$ cat src/rtl/bpd_pkg.sv
package bpd_pkg;

  // Default frame length limit, delimiters included.
  localparam int MAX_FRAME_LEN_DEF = 50;

  // Reset values of the delimiter registers.
  localparam logic [7:0] START_RESET = 8'd171;
  localparam logic [7:0] END_RESET   = 8'd187;

  // Configuration register indexes.
  localparam logic CFG_START = 1'b0;
  localparam logic CFG_END   = 1'b1;

  // Commands from the controller to the datapath.
  typedef struct packed {
    logic take;        // accept the input item this cycle
    logic rd_clear;    // restart the drain at entry zero
    logic rd_inc;      // step the drain to the next entry
    logic load_byte;   // load the output register from the store
    logic load_empty;  // load the output register with the empty result
  } cmd_t;

  // Status from the datapath to the controller.
  typedef struct packed {
    logic frame_done;  // the current input byte closes a frame
    logic frame_empty; // the closed frame has no payload
    logic rd_at_last;  // the drain points at the final payload entry
    logic out_free;    // the output register can take a new item
  } status_t;

endpackage

$ cat src/rtl/bpd_datapath.sv
module bpd_datapath #(
  parameter int MAX_FRAME_LEN = bpd_pkg::MAX_FRAME_LEN_DEF
) (
  input  logic            clk,
  input  logic            rst,
  input  logic            cfg_we,
  input  logic            cfg_index,
  input  logic [7:0]      cfg_data,
  input  logic [7:0]      rx_byte,
  input  logic            out_stall,
  input  bpd_pkg::cmd_t   cmd,
  output bpd_pkg::status_t stat,
  output logic            out_valid,
  output logic [7:0]      payload_byte,
  output logic            is_last,
  output logic            is_empty
);

  localparam int CAP = MAX_FRAME_LEN - 2;
  localparam int CW  = $clog2(CAP + 1);
  localparam int AW  = (CAP > 1) ? $clog2(CAP) : 1;
  localparam logic [CW-1:0] CAP_CNT = CW'(CAP);

  logic [7:0]    start_byte;
  logic [7:0]    end_byte;
  logic          in_frame;
  logic [CW-1:0] count;
  logic [AW-1:0] last_idx;
  logic [AW-1:0] rd_idx;
  logic [7:0]    rd_data;
  logic [7:0]    mem [CAP];

  logic is_start;
  logic is_end;
  logic do_write;

  assign is_start = (rx_byte == start_byte);
  assign is_end   = (rx_byte == end_byte);
  assign do_write = cmd.take && in_frame && !is_start && !is_end && (count != CAP_CNT);

  // Status toward the controller.
  assign stat.frame_done  = in_frame && is_end;
  assign stat.frame_empty = is_start || (count == '0);
  assign stat.rd_at_last  = (rd_idx == last_idx);
  assign stat.out_free    = !out_valid || !out_stall;

  // Delimiter registers.
  always_ff @(posedge clk) begin
    if (rst) begin
      start_byte <= bpd_pkg::START_RESET;
      end_byte   <= bpd_pkg::END_RESET;
    end else if (cfg_we) begin
      case (cfg_index)
        bpd_pkg::CFG_START: start_byte <= cfg_data;
        bpd_pkg::CFG_END:   end_byte   <= cfg_data;
        default: ;
      endcase
    end
  end

  // Frame state: hunting, collecting, restart, close and overflow drop.
  always_ff @(posedge clk) begin
    if (rst) begin
      in_frame <= 1'b0;
      count    <= '0;
    end else if (cmd.take) begin
      if (!in_frame) begin
        if (is_start) begin
          in_frame <= 1'b1;
          count    <= '0;
        end
      end else if (is_start) begin
        count <= '0;
        if (is_end) begin
          in_frame <= 1'b0;
        end
      end else if (is_end) begin
        count    <= '0;
        in_frame <= 1'b0;
      end else if (count == CAP_CNT) begin
        count    <= '0;
        in_frame <= 1'b0;
      end else begin
        count <= count + CW'(1);
      end
    end
  end

  // Index of the final payload byte, kept for the drain.
  always_ff @(posedge clk) begin
    if (cmd.take && stat.frame_done) begin
      last_idx <= AW'(count - CW'(1));
    end
  end

  // Payload store with a registered read port.
  always_ff @(posedge clk) begin
    if (do_write) begin
      mem[count[AW-1:0]] <= rx_byte;
    end
    rd_data <= mem[rd_idx];
  end

  // Drain pointer.
  always_ff @(posedge clk) begin
    if (cmd.rd_clear) begin
      rd_idx <= '0;
    end else if (cmd.rd_inc) begin
      rd_idx <= rd_idx + AW'(1);
    end
  end

  // Output register.
  always_ff @(posedge clk) begin
    if (rst) begin
      out_valid <= 1'b0;
    end else if (cmd.load_byte || cmd.load_empty) begin
      out_valid <= 1'b1;
    end else if (!out_stall) begin
      out_valid <= 1'b0;
    end
  end

  always_ff @(posedge clk) begin
    if (cmd.load_byte) begin
      payload_byte <= rd_data;
      is_last      <= stat.rd_at_last;
      is_empty     <= 1'b0;
    end else if (cmd.load_empty) begin
      payload_byte <= 8'd0;
      is_last      <= 1'b1;
      is_empty     <= 1'b1;
    end
  end

endmodule

$ cat src/rtl/bpd_controller.sv
module bpd_controller (
  input  logic             clk,
  input  logic             rst,
  input  logic             in_valid,
  input  bpd_pkg::status_t stat,
  output logic             in_stall,
  output bpd_pkg::cmd_t    cmd
);

  typedef enum logic [3:0] {
    ST_ACCEPT = 4'b0001,
    ST_READ   = 4'b0010,
    ST_LOAD   = 4'b0100,
    ST_EMPTY  = 4'b1000
  } state_t;

  state_t state;
  state_t state_next;

  assign in_stall = (state != ST_ACCEPT);

  // Next state and commands.
  always_comb begin
    state_next = state;
    cmd        = '0;
    case (state)
      ST_ACCEPT: begin
        cmd.take = in_valid;
        if (in_valid && stat.frame_done) begin
          if (stat.frame_empty) begin
            state_next = ST_EMPTY;
          end else begin
            cmd.rd_clear = 1'b1;
            state_next   = ST_READ;
          end
        end
      end
      ST_READ: begin
        state_next = ST_LOAD;
      end
      ST_LOAD: begin
        if (stat.out_free) begin
          cmd.load_byte = 1'b1;
          if (stat.rd_at_last) begin
            state_next = ST_ACCEPT;
          end else begin
            cmd.rd_inc = 1'b1;
            state_next = ST_READ;
          end
        end
      end
      ST_EMPTY: begin
        if (stat.out_free) begin
          cmd.load_empty = 1'b1;
          state_next     = ST_ACCEPT;
        end
      end
      default: begin
        state_next = ST_ACCEPT;
      end
    endcase
  end

  always_ff @(posedge clk) begin
    if (rst) begin
      state <= ST_ACCEPT;
    end else begin
      state <= state_next;
    end
  end

endmodule

$ cat src/rtl/byte_packet_deframer.sv
// Input bytes are taken one per cycle while no frame is draining.
// A closing byte starts the drain: each payload byte takes a store read, then an output
// load, and an empty frame takes only the empty-result load; the input stays held
// until the last of these is loaded, and result-side stalls hold it longer.
// Reset (synchronous, active high) restores the delimiter defaults, resumes
// hunting and clears the output; the payload store is not cleared.
module byte_packet_deframer #(
  parameter int MAX_FRAME_LEN = bpd_pkg::MAX_FRAME_LEN_DEF
) (
  input  logic       clk,
  input  logic       rst,
  input  logic       cfg_we,
  input  logic       cfg_index,
  input  logic [7:0] cfg_data,
  input  logic       in_valid,
  output logic       in_stall,
  input  logic [7:0] rx_byte,
  output logic       out_valid,
  input  logic       out_stall,
  output logic [7:0] payload_byte,
  output logic       is_last,
  output logic       is_empty
);

  bpd_pkg::cmd_t    cmd;
  bpd_pkg::status_t stat;

  // Sequencer.
  bpd_controller u_ctrl (
    .clk      (clk),
    .rst      (rst),
    .in_valid (in_valid),
    .stat     (stat),
    .in_stall (in_stall),
    .cmd      (cmd)
  );

  // Frame state, payload store and output register.
  bpd_datapath #(
    .MAX_FRAME_LEN (MAX_FRAME_LEN)
  ) u_dp (
    .clk          (clk),
    .rst          (rst),
    .cfg_we       (cfg_we),
    .cfg_index    (cfg_index),
    .cfg_data     (cfg_data),
    .rx_byte      (rx_byte),
    .out_stall    (out_stall),
    .cmd          (cmd),
    .stat         (stat),
    .out_valid    (out_valid),
    .payload_byte (payload_byte),
    .is_last      (is_last),
    .is_empty     (is_empty)
  );

endmodule

$ cat config.mk
export PLATFORM = sky130hd
export DESIGN_NAME = byte_packet_deframer
export DESIGN_NICKNAME = d
export VERILOG_FILES = /design/src/rtl/bpd_pkg.sv /design/src/rtl/bpd_datapath.sv /design/src/rtl/bpd_controller.sv /design/src/rtl/byte_packet_deframer.sv
export SDC_FILE = /design/constraint.sdc
export NUM_CORES = 1
export LEC_CHECK = 0
export ABC_AREA = 1
export BUFFER_PORTS_ARGS = -buffer_cell sky130_fd_sc_hd__buf_2
export CORE_MARGIN = 1.5
export CORE_UTILIZATION = 25
export CTS_CLUSTER_SIZE = 16
export DETAILED_ROUTE_END_ITERATION = 16
export PLACE_DENSITY = 0.4
export SLEW_MARGIN = 25
export SYNTH_ARGS = -nofsm -noshare
export SYNTH_HDL_FRONTEND = slang
export SYNTH_SLANG_ARGS = --single-unit
$ cat constraint.sdc
create_clock -name clk -period 2.9 [get_ports clk]
set_input_delay 0 -clock clk [delete_from_list [all_inputs] [get_ports clk]]
set_output_delay 0 -clock clk [all_outputs]
set_load 0.1 [all_outputs]
==> flow_summary_export.csv, run 1 <==
group,metric,value,unit
outcome,outcome,"finished, final reports clean",
synth,synth_commonest_cells,"399 x edfxtp_1, 365 x nor2_1, 256 x nand2_1, 197 x o21ai_0, 96 x inv_1",
synth,ys_types,31,
timing,rsz0062_at_grt,"no",
worst_setup_path,max_stage_delay,0.55,ns
placement,dp.cells,2635,
placement,dp_hpwl,34.6,mm
worst_setup_path,cp_max_fo,8,
timing,hold_violations,0,
timing,fin_crit,2.52,ns
cts,cts.path.max_buffers,3,
timing,fin_worst_skew,0.0267,ns
floorplanning,die_h,274,um
global_routing,grt_pass1_wl,82.3,mm
worst_setup_path,startpoint,"u_dp.start_byte[0]",
synth,netlist_instances,1669,
synth,yosysWarningCount,0,
synth,synthesis.nets,1695,
cts,cts_root_buf,"clkbuf_16",
finish,antenna_cells,0,
timing,relSlewSlack,46.8,%
worst_setup_path,crit_type,"register to register",
finish,fillCellCount,7526,
global_routing,busiest_layer,"met2",
pwr,p_leak,7.75,nW
finish,postLayoutCoreUtil,29.8,%
timing,final_max_slew_viol_count,0,
cts,cts_buffers,51,
cts,cts_resized,0,
synth,ys_ff_latch,442,
worst_setup_path,critPathMostFrequentCell,"nand2_1",
cts,post_cts_buffers,0,
finish,drive_above_1_share,10.8,%
synth,yosys.cell_count.top_type,"edfxtp_1",
timing,setup_tns,0,ns
min_path,whs_path_depth,2,
route,drtIter0Drc,1186,
finish,num-nets-final,1775,
worst_setup_path,rr_startpoint,"u_dp.start_byte[0]",
route,drtAntennaViolNets,0,
cts,cts.sinks,442,
min_path,hold_end,"u_dp.mem[47][2]",
placement,gp_congestion,0.837,
synth,synth_area_leaders,"edfxtp_1 65%, nor2_1 7.5%, o21ai_0 5.4%",
global_routing,grt_pass1_vias,12577,
worst_setup_path,worstSetupEndpointType,"register",
global_routing,grt_overflow_total,0,
global_routing,grt_use_met3,3.04,%
synth,synth_edf_count,399,
cts,cts_tree,"done",
cts,clkTransAtPathRegs,0.06,ns
timing,finalCritPeriodShare,87.0,%
placement,port_buffers,33,
floorplanning,rows,99,
worst_setup_path,reg2regPathDepth,12,
min_path,min_from,"rx_byte[2]",
pwr,vdd_drop_max,0.000402,V
floorplanning,start_util,25.2,%
route,vias_per_cell,4.55,
cts,clock_latency,0.61,ns
finish,register_area,12800,um2
placement,place_ws,0.342,ns
route,wire_per_inst,20.2,um
worst_setup_path,path_buf_inv,3,
worst_setup_path,start_kind,"register",
pwr,power_density,621,nW/um2
timing,max_freq,396,MHz
route,wl,55.4,mm
route,vias,12498,
global_routing,globalRouteTotalUtil,14.9,%
timing,worstMarginPinSlew,0.798,ns
global_routing,antenna_found_initial,1,
route,drcViolationCount,0,
worst_setup_path,cp_top_family,"simple AND/OR/NAND/NOR gates",
finish,multiInputGateArea,4780,um2
synth,synth.avg_cell_area,11.0,um2
synth,netlist_area,18400,um2
global_routing,met1_usage,21.3,%
timing,finalSetupViolCount,0,
global_routing,met2_usage,22.8,%
synth,ys_seq_area_share,69.9,%
worst_setup_path,slowest_stage,"nor2_1",
floorplanning,dieArea,75100,um2
worst_setup_path,cp_cell_sequence,"inv_1, nand2_1, nand2_1, inv_1, nand2_1, nor2_1, nand2_1, nand2_2, nor2_2, nand4_1, buf_4, nor2_1",
route,dr.pass1.iters,5,
global_routing,grt_max_degree,111,
synth,ys.flop_type,"edfxtp_1",
synth,async_flop_share,0,%
floorplanning,die_w,274,um
finish,final_cells,2748,
cts,ctsHtreeMaxLevel,2,
flow_run,drv_cap,0,
worst_setup_path,r2r_slack,0.38,ns
synth,synth_top_area_share,65.2,%
worst_setup_path,critPathArrivalTime,2.74,ns
worst_setup_path,worstPathRequired,3.12,ns
min_path,worstHoldPathType,"primary input to register",
timing,fin_ws,0.377,ns
synth,yosys.area.top_type,"edfxtp_1",
floorplanning,pin_count,34,
floorplanning,core_area,72800,um2
worst_setup_path,reg2reg_to,"u_dp.mem[4][7]",
finish,syn_to_final_growth,18.0,%
-- how the worst max path moves through the flow --
stage                      end  slack (ns)  cells after the start
6_report        u_dp.mem[4][7]        0.38                     12
3_3_place_gp   u_dp.mem[30][6]        0.37                     12
3_5_place_dp   u_dp.mem[24][0]        0.34                     11
2_1_floorplan  u_dp.mem[24][0]        0.24                      9
5_1_grt         u_dp.mem[4][3]        0.06                     12
4_1_cts        u_dp.mem[24][4]        0.29                     11
-- registers in the layout (all words and copies together) (netlist names), 6 cells and up --
signal             count
u_dp.count             6
u_dp.end_byte          8
u_dp.last_idx          6
u_dp.mem             384
u_dp.payload_byte      8
u_dp.rd_data           8
u_dp.rd_idx            6
u_dp.start_byte        8
-- layout by cell type (no fill, tap or decap), types with 9 or more instances in the layout --
cell	netlist	routed
nand3_1	57	57
clkinv_1	4	12
nor2_1	365	365
clkbuf_16	0	52
inv_1	96	96
edfxtp_1	399	399
dlygate4sd3_1	0	20
clkinv_2	1	13
a21oi_1	27	27
buf_4	5	51
nand2_1	256	256
buf_2	28	33
o22ai_1	16	16
clkbuf_1	43	9
o211ai_1	60	60
o21ai_0	197	197
dfxtp_1	43	41
xor2_1	14	14
-- metrics by stage --
stage | hold WS (ns) | power (W) | cell area, um2
final | 0.112 | 0.0135 | 21700
after global routing | 0.141 | 0.0139 | 21700
after CTS | 0.115 | 0.0136 | 21700
after detailed placement | 0.245 | 0.00734 | 19900
after global placement | 0.247 | 0.00734 | 19900
after floorplan | 0.0989 | 0.00715 | 18400
-- repair_timing --
item	CTS	global route
hold buffers	20	0
endpoints found under the setup margin	0	0
hold endpoints to repair	47	0
-- report_power, final --
part           internal, W  switching, W
Clock              0.00360       0.00264
Sequential         0.00695    0.00000727
Combinational    0.0000627      0.000202
-- cells by family after synthesis --
logic type | count (synthesis) | synth area share (%)
DFF | 442 | 69.9
buffers and inverters | 185 | 4.08
and+or+nand+nor | 718 | 15.7
xor gates and xnor gates | 15 | 0.715
AOI/OAI and AO/OA | 305 | 9.27
adders and majority gates | 4 | 0.272
-- cell type report --
| cell class | count | area share, % |
|---|---|---|
| tap | 959 | 5.54 |
| clock inverter | 26 | 0.877 |
| clock buffer | 67 | 6.54 |
| inverter | 103 | 1.80 |
| sequential | 442 | 59.3 |
| multi-input combinational | 1042 | 22.1 |
| timing repair buffer | 109 | 3.91 |
-- routing by layer --
layer | vias up | wire, um
met5 | - | 0
met1 | 6178 | 26700
met4 | 0 | 1440
met2 | 309 | 24500
met3 | 87 | 2750
li1 | 5924 | -
No activity file was read; power rests on OpenSTA's default activity.
==> run 2, diff against run 1 <==
--- a/config.mk
+++ b/config.mk
@@ -7,11 +7,13 @@
 export LEC_CHECK = 0
 export ABC_AREA = 1
 export BUFFER_PORTS_ARGS = -buffer_cell sky130_fd_sc_hd__buf_2
+export CELL_PAD_IN_SITES_DETAIL_PLACEMENT = 0
+export CELL_PAD_IN_SITES_GLOBAL_PLACEMENT = 2
 export CORE_MARGIN = 1.5
 export CORE_UTILIZATION = 25
 export CTS_CLUSTER_SIZE = 16
 export DETAILED_ROUTE_END_ITERATION = 16
-export PLACE_DENSITY = 0.4
+export PLACE_DENSITY = 0.52
 export SLEW_MARGIN = 25
 export SYNTH_ARGS = -nofsm -noshare
 export SYNTH_HDL_FRONTEND = slang
==> flow_summary_export.csv, run 2 (synthesis results as in run 1) <==
group,metric,value,unit
timing,fin_worst_skew,0.0122,ns
cts,cts.path.max_buffers,3,
cts,post_cts_buffers,0,
route,wl,60.6,mm
global_routing,grt_max_degree,117,
outcome,outcome,"finished, final reports clean",
timing,max_freq,390,MHz
finish,final_cell_mix,"399 x edfxtp_1, 365 x nor2_1, 256 x nand2_1",
floorplanning,dieArea,75100,um2
finish,syn_to_final_growth,18.7,%
route,drtAntennaViolNets,0,
global_routing,grt_pass1_wl,88.9,mm
global_routing,antenna_found_initial,3,
route,dr.pass1.iters,5,
route,vias_per_cell,4.50,
min_path,worstHoldPathType,"primary input to register",
floorplanning,core_area,72800,um2
worst_setup_path,worstSetupEndpointType,"register",
cts,cts_root_buf,"clkbuf_16",
worst_setup_path,start_kind,"register",
cts,cts_resized,0,
timing,setup_tns,0,ns
route,vias,12443,
cts,clock_latency,0.59,ns
finish,postLayoutCoreUtil,29.9,%
min_path,whs_path_depth,2,
floorplanning,start_util,25.2,%
finish,drive_above_1_share,11.6,%
timing,worstMarginPinSlew,0.808,ns
pwr,power_density,620,nW/um2
cts,ctsHtreeMaxLevel,2,
worst_setup_path,reg2regPathDepth,8,
cts,cts_tree,"done",
route,wire_per_inst,21.9,um
worst_setup_path,worstPathRequired,3.12,ns
finish,register_area,12800,um2
floorplanning,die_h,274,um
finish,final_common_cell,"edfxtp_1",
finish,fillCellCount,7612,
timing,fin_crit,2.56,ns
global_routing,globalRouteTotalUtil,16.3,%
timing,hold_violations,0,
cts,cts_hold_buf,17,
floorplanning,die_w,274,um
placement,port_buffers,33,
cts,cts.sinks,442,
pwr,vdd_drop_max,0.000430,V
timing,rsz0062_at_grt,"no",
finish,num-nets-final,1787,
flow_run,drv_cap,0,
floorplanning,rows,99,
global_routing,grt_pass1_vias,12916,
route,drcViolationCount,0,
worst_setup_path,cp_max_fo,8,
timing,relSlewSlack,45.9,%
route,drtIter0Drc,901,
finish,largest_reg_flops,384,
worst_setup_path,crit_type,"register to register",
placement,gp_congestion,0.772,
timing,finalCritPeriodShare,88.3,%
worst_setup_path,critPathArrivalTime,2.78,ns
cts,clkTransAtPathRegs,0.06,ns
placement,dp_hpwl,38.9,mm
finish,multiInputGateArea,4780,um2
timing,final_max_slew_viol_count,0,
cts,cts_buffers,52,
timing,finalSetupViolCount,0,
pwr,p_leak,7.83,nW
global_routing,grt_overflow_total,0,
floorplanning,pin_count,34,
run 2: routing by layer:
metal  track usage (%)  wire length, um  vias up
li1                  -                -     5956
met3              2.50             2420       64
met1              21.9            27700     6213
met4              3.44              952        0
met2              27.8            29500      210
met5                 0                0        -
run 2: power breakdown:
part           switching [W]  internal (W)  leakage (nW)
Combinational       0.000211     0.0000625          3.06
Sequential        0.00000779       0.00695          3.96
Clock                0.00265       0.00364         0.814
Total                0.00287        0.0107          7.83
run 2: stage by stage:
step,std cells,power [W],hold slack (ns),setup slack [ns],instance area [um2]
after global routing,2764,0.0140,0.0501,0.0848,21800
after floorplan,1669,0.00715,0.0989,0.237,18400
after detailed placement,2649,0.00736,0.249,0.314,20000
after CTS,2764,0.0137,0.0593,0.296,21800
final,2765,0.0135,0.0610,0.338,21800
after global placement,2649,0.00736,0.240,0.362,20000
run 2: critical path, cell delays in order, from the launching register on:
cell,delay (ns)
dfxtp_1,0.50
inv_1,0.11
ha_1,0.23
nand2_1,0.11
nor3_4,0.05
nor3_4,0.37
buf_4,0.21
nand2_2,0.07
nor2_1,0.54
run 2: area by class of cell:
type / count / area share, %
diodes: 1 / 0.0115
clock buffers: 68 / 6.57
clock inverters: 30 / 0.907
inverters: 103 / 1.79
multi-input cells: 1042 / 21.9
flip-flops and latches: 442 / 58.9
well taps: 959 / 5.50
repair buffers: 120 / 4.35
run 2: final timing paths:
kind	slack, ns	start	end
worst max-delay path	0.34	u_dp.count[0]	u_dp.mem[39][1]
worst min register to register	0.47	u_dp.start_byte[4]	u_dp.start_byte[4]
worst max register to register	0.34	u_dp.count[0]	u_dp.mem[39][1]
worst min-delay path	0.06	rx_byte[1]	u_dp.mem[41][1]
